## src/rtl/assert_macros.svh

```systemverilog
// Shared assertion macros for the convolution core.
`ifndef ASSERT_MACROS_SVH
`define ASSERT_MACROS_SVH

// The property must hold at every clock edge outside reset.
`define SCV_ASSERT(label, prop, msg) \
  label: assert property (@(posedge clk) disable iff (!rst_n) prop) else $error(msg);

// The expression must never be true at a clock edge outside reset.
`define SCV_NEVER(label, expr, msg) \
  label: assert property (@(posedge clk) disable iff (!rst_n) !(expr)) else $error(msg);

`endif

```

## src/rtl/scv_pkg.sv

```systemverilog
package scv_pkg;

  localparam int MAX_LINE    = 32;
  localparam int MAX_ROWS    = 32;
  localparam int MAX_KERNEL  = 3;
  localparam int COEF_BITS   = 16;
  localparam int PIXEL_BITS  = 8;

  localparam int SLOT_BITS   = 16;
  localparam int KROW_BITS   = 3 * SLOT_BITS;
  localparam int XW          = $clog2(MAX_LINE);
  localparam int WW          = $clog2(MAX_LINE + 1);
  localparam int YW          = $clog2(MAX_ROWS);
  localparam int STORE_DEPTH = 3 * MAX_LINE;
  localparam int AW          = $clog2(STORE_DEPTH);
  localparam int SUM_BITS    = 28;
  localparam int IDX_BITS    = 6;
  localparam int POS_BITS    = ((YW > WW) ? YW : WW) + 3;
  localparam int PROD_BITS   = PIXEL_BITS + COEF_BITS + 1;
  localparam int CFG_IDX_BITS = 3;
  localparam int TQ_DEPTH    = 2;
  localparam int TQ_PW       = $clog2(TQ_DEPTH);
  localparam int OQ_DEPTH    = 4;
  localparam int OQ_PW       = $clog2(OQ_DEPTH);

  typedef enum logic [CFG_IDX_BITS-1:0] {
    REG_KROW_A   = 3'd0,
    REG_KROW_B   = 3'd1,
    REG_KROW_C   = 3'd2,
    REG_KH       = 3'd3,
    REG_KW       = 3'd4,
    REG_STEP     = 3'd5,
    REG_PAD      = 3'd6,
    REG_LINE_LEN = 3'd7
  } cfg_reg_t;

  typedef enum logic [3:0] {
    ST_IDLE,
    ST_STORE,
    ST_ROWS,
    ST_COLS,
    ST_TAPS,
    ST_W1,
    ST_W2,
    ST_EMIT,
    ST_FIN
  } back_st_t;

  typedef logic signed [POS_BITS-1:0] pos_t;

  typedef struct packed {
    logic [2:0][KROW_BITS-1:0] krow;
    logic [1:0]                kh;
    logic [1:0]                kw;
    logic [2:0]                s;
    logic                      p;
    logic [WW-1:0]             w;
  } cfg_t;

  typedef struct packed {
    logic [PIXEL_BITS-1:0] pix;
    logic [XW-1:0]         x;
    logic [YW-1:0]         y;
    logic [1:0]            slot;
    logic                  fin;
  } task_t;

  typedef struct packed {
    logic signed [SUM_BITS-1:0] sum;
    logic [IDX_BITS-1:0]        row;
    logic [IDX_BITS-1:0]        col;
    logic                       run_end;
    logic                       done;
  } res_t;

endpackage

```

## src/rtl/scv_ram.sv

```systemverilog
module scv_ram #(
  parameter int WIDTH = 8,
  parameter int DEPTH = 96
) (
  input  logic                     clk,
  input  logic                     we,
  input  logic [$clog2(DEPTH)-1:0] waddr,
  input  logic [WIDTH-1:0]         wdata,
  input  logic [$clog2(DEPTH)-1:0] raddr,
  output logic [WIDTH-1:0]         rdata
);

  logic [WIDTH-1:0] mem [DEPTH];

  always_ff @(posedge clk) begin
    if (we) begin
      mem[waddr] <= wdata;
    end
    rdata <= mem[raddr];
  end

endmodule

```

## src/rtl/scv_front.sv

```systemverilog
`include "assert_macros.svh"

module scv_front
  import scv_pkg::*;
(
  input  logic                  clk,
  input  logic                  rst_n,
  input  cfg_t                  cfg,
  input  logic                  push,
  input  logic [PIXEL_BITS-1:0] pix,
  input  logic                  fin_in,
  output logic                  full,
  input  logic                  tq_pop,
  output logic                  tq_empty,
  output task_t                 tq_data
);

  logic [XW-1:0]    col_r, col_nxt;
  logic [YW-1:0]    row_r, row_nxt;
  logic [1:0]       slot_r, slot_nxt;
  task_t            q_r [TQ_DEPTH];
  logic [TQ_PW-1:0] wp_r, rp_r;
  logic [TQ_PW:0]   cnt_r;
  logic             acc_in;
  logic [XW-1:0]    x;
  logic             last_col, fin;
  task_t            t_new;

  assign full     = (cnt_r == (TQ_PW+1)'(TQ_DEPTH));
  assign tq_empty = (cnt_r == '0);
  assign tq_data  = q_r[rp_r];
  assign acc_in   = push && !full;

  always_comb begin
    if (WW'(col_r) >= cfg.w) begin
      x = XW'(cfg.w - WW'(1));
    end else begin
      x = col_r;
    end
    last_col = (WW'(x) == cfg.w - WW'(1));
    fin      = fin_in && last_col;
    t_new    = '{pix: pix, x: x, y: row_r, slot: slot_r, fin: fin};
    col_nxt  = col_r;
    row_nxt  = row_r;
    slot_nxt = slot_r;
    if (acc_in) begin
      if (fin) begin
        col_nxt  = '0;
        row_nxt  = '0;
        slot_nxt = '0;
      end else if (last_col) begin
        col_nxt = '0;
        if (row_r == YW'(MAX_ROWS - 1)) begin
          row_nxt  = '0;
          slot_nxt = '0;
        end else begin
          row_nxt  = row_r + YW'(1);
          slot_nxt = (slot_r == 2'd2) ? 2'd0 : slot_r + 2'd1;
        end
      end else begin
        col_nxt = x + XW'(1);
      end
    end
  end

  always_ff @(posedge clk) begin
    if (!rst_n) begin
      col_r  <= '0;
      row_r  <= '0;
      slot_r <= '0;
      wp_r   <= '0;
      rp_r   <= '0;
      cnt_r  <= '0;
    end else begin
      col_r  <= col_nxt;
      row_r  <= row_nxt;
      slot_r <= slot_nxt;
      if (acc_in) begin
        wp_r <= wp_r + TQ_PW'(1);
      end
      if (tq_pop) begin
        rp_r <= rp_r + TQ_PW'(1);
      end
      cnt_r <= cnt_r + (TQ_PW+1)'(acc_in) - (TQ_PW+1)'(tq_pop);
    end
  end

  always_ff @(posedge clk) begin
    if (acc_in) begin
      q_r[wp_r] <= t_new;
    end
  end

  `SCV_NEVER(a_tq_underflow, tq_pop && tq_empty, "task queue popped while empty")
  `SCV_ASSERT(a_tq_bound, cnt_r <= (TQ_PW+1)'(TQ_DEPTH), "task queue count out of range")

endmodule

```

## src/rtl/scv_out_fifo.sv

```systemverilog
`include "assert_macros.svh"

module scv_out_fifo
  import scv_pkg::*;
(
  input  logic clk,
  input  logic rst_n,
  input  logic wr,
  input  res_t wdata,
  output logic q_full,
  input  logic pop,
  output logic empty,
  output res_t rdata
);

  res_t             q_r [OQ_DEPTH];
  logic [OQ_PW-1:0] wp_r, rp_r;
  logic [OQ_PW:0]   cnt_r;
  logic             rd;

  assign q_full = (cnt_r == (OQ_PW+1)'(OQ_DEPTH));
  assign empty  = (cnt_r == '0);
  assign rdata  = q_r[rp_r];
  assign rd     = pop && !empty;

  always_ff @(posedge clk) begin
    if (!rst_n) begin
      wp_r  <= '0;
      rp_r  <= '0;
      cnt_r <= '0;
    end else begin
      if (wr) begin
        wp_r <= wp_r + OQ_PW'(1);
      end
      if (rd) begin
        rp_r <= rp_r + OQ_PW'(1);
      end
      cnt_r <= cnt_r + (OQ_PW+1)'(wr) - (OQ_PW+1)'(rd);
    end
  end

  always_ff @(posedge clk) begin
    if (wr) begin
      q_r[wp_r] <= wdata;
    end
  end

  `SCV_NEVER(a_oq_overflow, wr && q_full, "result written into a full queue")

endmodule

```

## src/rtl/scv_back.sv

```systemverilog
module scv_back
  import scv_pkg::*;
(
  input  logic  clk,
  input  logic  rst_n,
  input  cfg_t  cfg,
  input  logic  tq_empty,
  input  task_t tq_data,
  output logic  tq_pop,
  input  logic  oq_full,
  output logic  oq_push,
  output res_t  oq_data
);

  localparam pos_t P_ONE  = 1;
  localparam pos_t P_ZERO = 0;

  back_st_t st_r, st_nxt;
  task_t    task_r, task_nxt;
  logic [IDX_BITS-1:0] i_r, i_nxt, j_r, j_nxt;
  pos_t     ly_r, ly_nxt, lx_r, lx_nxt;
  logic [1:0] k_r, k_nxt, l_r, l_nxt;
  logic signed [SUM_BITS-1:0] acc_r, acc_nxt;
  res_t     pend_r, pend_nxt;
  logic     pend_v_r, pend_v_nxt;
  logic     v1_r, v2_r, issue;
  logic signed [COEF_BITS-1:0] c1_r, coef;
  logic signed [PROD_BITS-1:0] prod_r;
  logic [KROW_BITS-1:0] krow_sel;

  pos_t yv, xv, wv, pv, sv, ly0, lx0, ly_cl, trig, yy, xx, dpos, lx_lim;
  logic bottom, row_hit, col_hit, col_stop, tap_v;
  logic [1:0] d2, rslot;
  logic ram_we;
  logic [AW-1:0] waddr, raddr;
  logic [PIXEL_BITS-1:0] rd;

  assign yv  = pos_t'(task_r.y);
  assign xv  = pos_t'(task_r.x);
  assign wv  = pos_t'(cfg.w);
  assign pv  = pos_t'(cfg.p);
  assign sv  = pos_t'(cfg.s);
  assign ly0 = pos_t'(cfg.kh) - P_ONE - pv;
  assign lx0 = pos_t'(cfg.kw) - P_ONE - pv;
  assign lx_lim = wv + pv - P_ONE;

  always_comb begin
    bottom   = (ly_r == yv + P_ONE) && task_r.fin && cfg.p;
    ly_cl    = (ly_r < P_ZERO) ? P_ZERO : ly_r;
    row_hit  = bottom || ((ly_r != yv + P_ONE) && (ly_cl == yv));
    if (lx_r < P_ZERO) begin
      trig = P_ZERO;
    end else if (lx_r > wv - P_ONE) begin
      trig = wv - P_ONE;
    end else begin
      trig = lx_r;
    end
    col_hit  = bottom || (trig == xv);
    col_stop = (lx_r > lx_lim) || (!bottom && (lx_r > xv) && (xv != wv - P_ONE));
    yy    = ly_r - pos_t'(cfg.kh) + P_ONE + pos_t'(k_r);
    xx    = lx_r - pos_t'(cfg.kw) + P_ONE + pos_t'(l_r);
    tap_v = (yy >= P_ZERO) && (yy <= yv) && (xx >= P_ZERO) && (xx < wv);
    dpos  = yv - yy;
    d2    = dpos[1:0];
    rslot = (task_r.slot >= d2) ? task_r.slot - d2 : task_r.slot + 2'd3 - d2;
    raddr = AW'(rslot) * AW'(MAX_LINE) + AW'(xx[XW-1:0]);
    waddr = AW'(task_r.slot) * AW'(MAX_LINE) + AW'(task_r.x);
    krow_sel = cfg.krow[k_r];
    coef  = $signed(krow_sel[l_r*SLOT_BITS +: COEF_BITS]);
  end

  scv_ram #(
    .WIDTH(PIXEL_BITS),
    .DEPTH(STORE_DEPTH)
  ) u_store (
    .clk  (clk),
    .we   (ram_we),
    .waddr(waddr),
    .wdata(task_r.pix),
    .raddr(raddr),
    .rdata(rd)
  );

  always_comb begin
    st_nxt     = st_r;
    task_nxt   = task_r;
    i_nxt      = i_r;
    j_nxt      = j_r;
    ly_nxt     = ly_r;
    lx_nxt     = lx_r;
    k_nxt      = k_r;
    l_nxt      = l_r;
    pend_nxt   = pend_r;
    pend_v_nxt = pend_v_r;
    acc_nxt    = v2_r ? acc_r + SUM_BITS'(prod_r) : acc_r;
    issue      = 1'b0;
    tq_pop     = 1'b0;
    ram_we     = 1'b0;
    oq_push    = 1'b0;
    oq_data    = pend_r;
    oq_data.run_end = 1'b0;
    oq_data.done    = 1'b0;
    case (st_r)
      ST_IDLE: begin
        if (!tq_empty) begin
          tq_pop   = 1'b1;
          task_nxt = tq_data;
          st_nxt   = ST_STORE;
        end
      end
      ST_STORE: begin
        ram_we = 1'b1;
        i_nxt  = '0;
        ly_nxt = ly0;
        st_nxt = ST_ROWS;
      end
      ST_ROWS: begin
        if (ly_r > yv + P_ONE) begin
          st_nxt = ST_FIN;
        end else if (row_hit) begin
          j_nxt  = '0;
          lx_nxt = lx0;
          st_nxt = ST_COLS;
        end else begin
          i_nxt  = i_r + IDX_BITS'(1);
          ly_nxt = ly_r + sv;
        end
      end
      ST_COLS: begin
        if (col_stop) begin
          i_nxt  = i_r + IDX_BITS'(1);
          ly_nxt = ly_r + sv;
          st_nxt = ST_ROWS;
        end else if (col_hit) begin
          k_nxt   = '0;
          l_nxt   = '0;
          acc_nxt = '0;
          st_nxt  = ST_TAPS;
        end else begin
          j_nxt  = j_r + IDX_BITS'(1);
          lx_nxt = lx_r + sv;
        end
      end
      ST_TAPS: begin
        issue = 1'b1;
        if (l_r == cfg.kw - 2'd1) begin
          l_nxt = '0;
          if (k_r == cfg.kh - 2'd1) begin
            st_nxt = ST_W1;
          end else begin
            k_nxt = k_r + 2'd1;
          end
        end else begin
          l_nxt = l_r + 2'd1;
        end
      end
      ST_W1: begin
        st_nxt = ST_W2;
      end
      ST_W2: begin
        st_nxt = ST_EMIT;
      end
      ST_EMIT: begin
        if (!(pend_v_r && oq_full)) begin
          oq_push      = pend_v_r;
          pend_nxt.sum = acc_r;
          pend_nxt.row = i_r;
          pend_nxt.col = j_r;
          pend_v_nxt   = 1'b1;
          j_nxt        = j_r + IDX_BITS'(1);
          lx_nxt       = lx_r + sv;
          st_nxt       = ST_COLS;
        end
      end
      ST_FIN: begin
        if (!pend_v_r) begin
          st_nxt = ST_IDLE;
        end else if (!oq_full) begin
          oq_push         = 1'b1;
          oq_data.run_end = 1'b1;
          oq_data.done    = task_r.fin;
          pend_v_nxt      = 1'b0;
          st_nxt          = ST_IDLE;
        end
      end
      default: begin
        st_nxt = ST_IDLE;
      end
    endcase
  end

  always_ff @(posedge clk) begin
    if (!rst_n) begin
      st_r <= ST_IDLE;
    end else begin
      st_r <= st_nxt;
    end
  end

  always_ff @(posedge clk) begin
    if (!rst_n) begin
      pend_v_r <= 1'b0;
      v1_r     <= 1'b0;
      v2_r     <= 1'b0;
    end else begin
      pend_v_r <= pend_v_nxt;
      v1_r     <= issue && tap_v;
      v2_r     <= v1_r;
    end
  end

  always_ff @(posedge clk) begin
    task_r <= task_nxt;
    i_r    <= i_nxt;
    j_r    <= j_nxt;
    ly_r   <= ly_nxt;
    lx_r   <= lx_nxt;
    k_r    <= k_nxt;
    l_r    <= l_nxt;
    acc_r  <= acc_nxt;
    pend_r <= pend_nxt;
    c1_r   <= coef;
    prod_r <= $signed({1'b0, rd}) * c1_r;
  end

endmodule

```

## src/rtl/strided_2d_convolution_core.sv

```systemverilog
// An accepted pixel is written to the row store in the cycle after it leaves the task queue.
// Each window then reads its kernel taps in turn, multiplies and accumulates them, and emits the sum.
// Candidate window rows and columns are scanned one per cycle on their counters, pausing for each window.
// A pixel that triggers no window still takes the idle, store, row-scan and finish states.
// Synchronous active-low reset empties queues and resets states, pixel counters, config.
module strided_2d_convolution_core
  import scv_pkg::*;
(
  input  logic                        clk,
  input  logic                        rst_n,
  input  logic                        push,
  output logic                        full,
  input  logic [PIXEL_BITS-1:0]       in_pixel_value,
  input  logic                        in_final_pixel,
  output logic                        empty,
  input  logic                        pop,
  output logic signed [SUM_BITS-1:0]  out_window_sum,
  output logic [IDX_BITS-1:0]         out_row,
  output logic [IDX_BITS-1:0]         out_col,
  output logic                        out_run_end,
  output logic                        out_image_done,
  input  logic                        cfg_wr_en,
  input  logic [CFG_IDX_BITS-1:0]     cfg_index,
  input  logic [KROW_BITS-1:0]        cfg_data
);

  logic [2:0][KROW_BITS-1:0] krow_r;
  logic [1:0] kh_r, kw_r;
  logic [2:0] step_r;
  logic       pad_r;
  logic [5:0] len_r;
  cfg_t       cfg;
  task_t      tq_data;
  logic       tq_pop, tq_empty, oq_full, oq_push;
  res_t       oq_wdata, oq_rdata;

  always_ff @(posedge clk) begin
    if (!rst_n) begin
      krow_r <= '0;
      kh_r   <= 2'd3;
      kw_r   <= 2'd3;
      step_r <= 3'd1;
      pad_r  <= 1'b0;
      len_r  <= 6'd32;
    end else if (cfg_wr_en) begin
      case (cfg_reg_t'(cfg_index))
        REG_KROW_A:   krow_r[0] <= cfg_data;
        REG_KROW_B:   krow_r[1] <= cfg_data;
        REG_KROW_C:   krow_r[2] <= cfg_data;
        REG_KH:       kh_r      <= cfg_data[1:0];
        REG_KW:       kw_r      <= cfg_data[1:0];
        REG_STEP:     step_r    <= cfg_data[2:0];
        REG_PAD:      pad_r     <= cfg_data[0];
        REG_LINE_LEN: len_r     <= cfg_data[5:0];
        default: ;
      endcase
    end
  end

  always_comb begin
    cfg.krow = krow_r;
    if (kh_r == 2'd0) begin
      cfg.kh = 2'd1;
    end else if (kh_r > 2'(MAX_KERNEL)) begin
      cfg.kh = 2'(MAX_KERNEL);
    end else begin
      cfg.kh = kh_r;
    end
    if (kw_r == 2'd0) begin
      cfg.kw = 2'd1;
    end else if (kw_r > 2'(MAX_KERNEL)) begin
      cfg.kw = 2'(MAX_KERNEL);
    end else begin
      cfg.kw = kw_r;
    end
    cfg.s = (step_r == 3'd0) ? 3'd1 : step_r;
    cfg.p = pad_r;
    if (len_r == 6'd0) begin
      cfg.w = WW'(1);
    end else if (7'(len_r) > 7'(MAX_LINE)) begin
      cfg.w = WW'(MAX_LINE);
    end else begin
      cfg.w = WW'(len_r);
    end
  end

  scv_front u_front (
    .clk     (clk),
    .rst_n   (rst_n),
    .cfg     (cfg),
    .push    (push),
    .pix     (in_pixel_value),
    .fin_in  (in_final_pixel),
    .full    (full),
    .tq_pop  (tq_pop),
    .tq_empty(tq_empty),
    .tq_data (tq_data)
  );

  scv_back u_back (
    .clk     (clk),
    .rst_n   (rst_n),
    .cfg     (cfg),
    .tq_empty(tq_empty),
    .tq_data (tq_data),
    .tq_pop  (tq_pop),
    .oq_full (oq_full),
    .oq_push (oq_push),
    .oq_data (oq_wdata)
  );

  scv_out_fifo u_oq (
    .clk   (clk),
    .rst_n (rst_n),
    .wr    (oq_push),
    .wdata (oq_wdata),
    .q_full(oq_full),
    .pop   (pop),
    .empty (empty),
    .rdata (oq_rdata)
  );

  assign out_window_sum = oq_rdata.sum;
  assign out_row        = oq_rdata.row;
  assign out_col        = oq_rdata.col;
  assign out_run_end    = oq_rdata.run_end;
  assign out_image_done = oq_rdata.done;

endmodule

```

## config.mk

```make
export PLATFORM = sky130hd
export DESIGN_NAME = strided_2d_convolution_core
export DESIGN_NICKNAME = d
export VERILOG_FILES = /design/src/rtl/scv_pkg.sv /design/src/rtl/scv_ram.sv /design/src/rtl/scv_front.sv /design/src/rtl/scv_out_fifo.sv /design/src/rtl/scv_back.sv /design/src/rtl/strided_2d_convolution_core.sv
export VERILOG_INCLUDE_DIRS = /design/src /design/src/rtl
export SDC_FILE = /design/constraint.sdc
export NUM_CORES = 2
export LEC_CHECK = 0
export BUFFER_PORTS_ARGS = -buffer_cell sky130_fd_sc_hd__buf_2
export CAP_MARGIN = 10
export CORE_AREA = 2 2 351 353
export CTS_BUF_LIST = sky130_fd_sc_hd__clkbuf_4 sky130_fd_sc_hd__clkbuf_8
export CTS_CLUSTER_DIAMETER = 60
export DETAILED_ROUTE_END_ITERATION = 8
export DIE_AREA = 0 0 353 355
export PLACE_DENSITY_LB_ADDON = 0.25
export SYNTH_ARGS = -nofsm -noshare
export SYNTH_HDL_FRONTEND = slang
export SYNTH_SLANG_ARGS = --single-unit
```

## constraint.sdc

```tcl
create_clock -name clk -period 12.95 [get_ports clk]
set_input_delay 1.9425 -clock clk [delete_from_list [all_inputs] [get_ports clk]]
set_output_delay 1.9425 -clock clk [all_outputs]
set_load 0.02 [all_outputs]
```

==> flow_metrics.tcl <==
set metrics [dict create \
    overflow 0 \
    synth_fa_ha_area_frac 0.0772 \
    via_count 34111 \
    cts_made_buffers 211 \
    grt_pass1_vias 34055 \
    viasPerCell 5.63 \
    worstPathRequired_ps 13730 \
    io_buffers 108 \
    crit_path_end_kind "flop" \
    slew_violations 0 \
    worstHoldStart "u_back.acc_r[25]$_DFF_P_" \
    synth_area_leaders "edfxtp_1, mux4_2, dfxtp_1" \
    synth.largest_area_cell "edfxtp_1" \
    rows 128 \
    fin_crit_sh 0.457 \
    crit_end "u_back.u_store.rdata[7]$_DFF_P_" \
    antenna_found_initial 24 \
    drt_iter0_drc 2951 \
    clk_latency_ps 960 \
    io_pins 109 \
    place_congestion 0.831 \
    avgSynthCellArea_um2 14.9 \
    final-setup-viol-count 0 \
    cp_cell_sequence "fa_1, ha_1, nor2_1, fa_1, inv_6, buf_4, mux4_2, mux4_2, and2_1, a211oi_1, a21oi_1, mux2i_1, mux2i_1" \
    slew_headroom 0.231 \
    pwr-share-clk 0.306 \
    synth_top_family_by_area "multiplexers" \
    r2r-end "u_back.u_store.rdata[7]$_DFF_P_" \
    cp_top_family "buffers and inverters" \
    yosys_most_used_dff "edfxtp_1" \
    combPwrFrac 0.253 \
    rsz0062_at_grt "false" \
    clockBufferDepth 3 \
    dr.pass1.iters 7 \
    dpl.hpwl_um 88900 \
    yosysWarnings 0 \
    p_sw_mw 3.74 \
    syn_area_um2 60500 \
    synth_top_area_frac 0.532 \
    cts_setup_buffers 0 \
    setup_ws_ps 7030 \
    synthArstFlopShare 0 \
    track_usage 0.223 \
    synth-simple-area-share 0.0705 \
    totalWireLength_um 139000 \
    dieArea_um2 125000 \
    ys_types 72 \
    r2r_slack_ps 7030 \
    final_nets 4621 \
    hold_viol 0 \
    power_density_nw_per_um2 181 \
    initial_core_util 0.499 \
    intPower_mw 8.44 \
    drc_errors 0 \
    synth.most_common_cell "edfxtp_1" \
    fmax_mhz 169 \
    worst-path-max-fanout 97 \
    startpoint "u_back.l_r[0]$_SDFFCE_PP0P_" \
    p_leak_nw 24.4 \
    tns_ps 0 \
    cp_num_buf_inv 2 \
    cts_tree "yes" \
    fin_skew_ps 83.7 \
    timing.rr.start "u_back.l_r[0]$_SDFFCE_PP0P_" \
    holdCritPathClass "reg -> reg" \
    clkTransAtPathRegs_ps 60 \
    clk_root_buffer_cell "clkbuf_8" \
    cts.htree.levels 4 \
    critical-path-max-stage-delay_ps 890 \
    grt_start_max_net_pins 100 \
    die_w_um 353 \
    ir_worst_vdd_mv 0.294 \
    core_um2 121000 \
    ys_ff_latch 1340 \
    cp_num_cells 13 \
    holdBufCountCts 0 \
    period_minus_slack_ps 5920 \
    synth_cells 4067 \
    synth_commonest_cells "edfxtp_1, nand2_1, mux4_2" \
    ctsResizeCount 0 \
    seqPwrFrac 0.442 \
    synth-xor-area-share 0.0169 \
    area_growth_pct 11.2 \
    drive_gt1_frac 0.195 \
    worstMarginPinSlew_ps 1150 \
    synth.area.mux_share 0.132 \
    outcome "finished clean" \
    post_drt_wl_per_cell_um 22.9 \
    synth_edf_count 1073 \
    p_sw_frac 0.307 \
    die_h_um 355 \
    crit_type "reg -> reg" \
    r2r_cells 13 \
    synth_compound_area_frac 0.0554 \
    cts_sinks 1340 \
    maxCapViolCount 0 \
    grt_pass1_wl_um 211000 \
    worstPathArrival_ps 6700 \
    pre_cts_ws_ps 6990 \
    seq_area_frac_synth 0.621 \
    ant_nets 0 \
    cp_slowest_cell "edfxtp_1" \
    crit_path_start_kind "flop" \
]
==> routing by layer <==
layer / track usage / wire [µm]
met4: 0.0820 / 4250
met5: 0 / 204
met2: 0.358 / 66200
met3: 0.0546 / 10100
met1: 0.297 / 58100
==> logic make-up after synthesis <==
kind of cell             Yosys count
adder cells (fa/ha/maj)          307
other                              1
AND/OR/NAND/NOR                  949
multiplexers                     443
buffers and inverters            416
AO/OA/AOI/OAI                    494
XOR/XNOR                         117
flip-flops                      1340
==> area by class of cell <==
cell class	instances	area, µm²
diodes	10	25.0
clock buffers	320	3850
clock inverters	69	613
fillers	9771	54100
inverters	232	876
multi-input cells	2314	21400
flip-flops and latches	1340	37600
well taps	1625	2030
repair buffers	151	890
==> per-stage QoR <==
stage | total power [mW] | util | hold slack, ps | cells | instance area [µm²]
floorplan | 7.56 | - | 412 | 4070 | 60500
global placement | 8.45 | 0.517 | 427 | 5660 | 62800
detailed placement | 8.51 | 0.517 | 439 | 5660 | 62800
CTS | 12.2 | 0.554 | 415 | 6049 | 67200
global route | 12.7 | 0.554 | 429 | 6057 | 67300
finish | 12.2 | 0.554 | 414 | 6061 | 67300
==> flip-flops by register name, indices dropped and copies added (netlist names), 8 cells and up, named ones only <==
| register | count |
|---|---|
| u_back.u_store.rdata | 8 |
| u_back.prod_r | 25 |
| cfg | 144 |
| u_back.lx_r | 9 |
| u_back.u_store.mem | 768 |
| u_back.acc_r | 28 |
| u_back.oq_data | 40 |
| u_back.task_r | 21 |
| u_front.q_r | 42 |
| u_back.c1_r | 16 |
| u_back.ly_r | 9 |
| u_oq.q_r | 168 |
==> cell usage in the layout (no fill, tap or decap), types with 22 or more instances in the layout <==
cell and instances:
o21a_1 26, a21o_1 22, edfxtp_1 1073, inv_1 227, a21oi_1 97, nor2b_1 39, nor2_1 219, nand2_1 431
clkbuf_8 231, xor2_1 38, clkinv_1 29, o21ai_0 65, nand3_1 39, buf_2 107, dfxtp_1 265, ha_1 195
a21boi_0 153, nand2b_1 22, mux2i_1 136, fa_1 111, buf_4 41, mux2_2 23, clkbuf_4 89, xnor2_1 76
mux4_2 284, and2_1 107
==> power groups by stage <==
stage	Combinational (mW)	Sequential, mW	Clock [mW]
floorplan	2.10	5.45	0
global placement	2.99	5.46	0
detailed placement	3.04	5.47	0
CTS	3.06	5.38	3.80
global route	3.35	5.40	3.97
finish	3.08	5.38	3.72
==> worst min-delay path by stage <==
stage                                               to  cells past startpoint
after floorplan                 u_back.v2_r$_SDFF_PN0_                      1
after global placement          u_back.v2_r$_SDFF_PN0_                      1
after detailed placement        u_back.v2_r$_SDFF_PN0_                      1
after CTS                 u_back.oq_data[39]$_DFFE_PP_                      0
after global routing      u_back.oq_data[39]$_DFFE_PP_                      0
final                     u_back.oq_data[39]$_DFFE_PP_                      0
No activity file was read; power rests on OpenSTA's default activity.
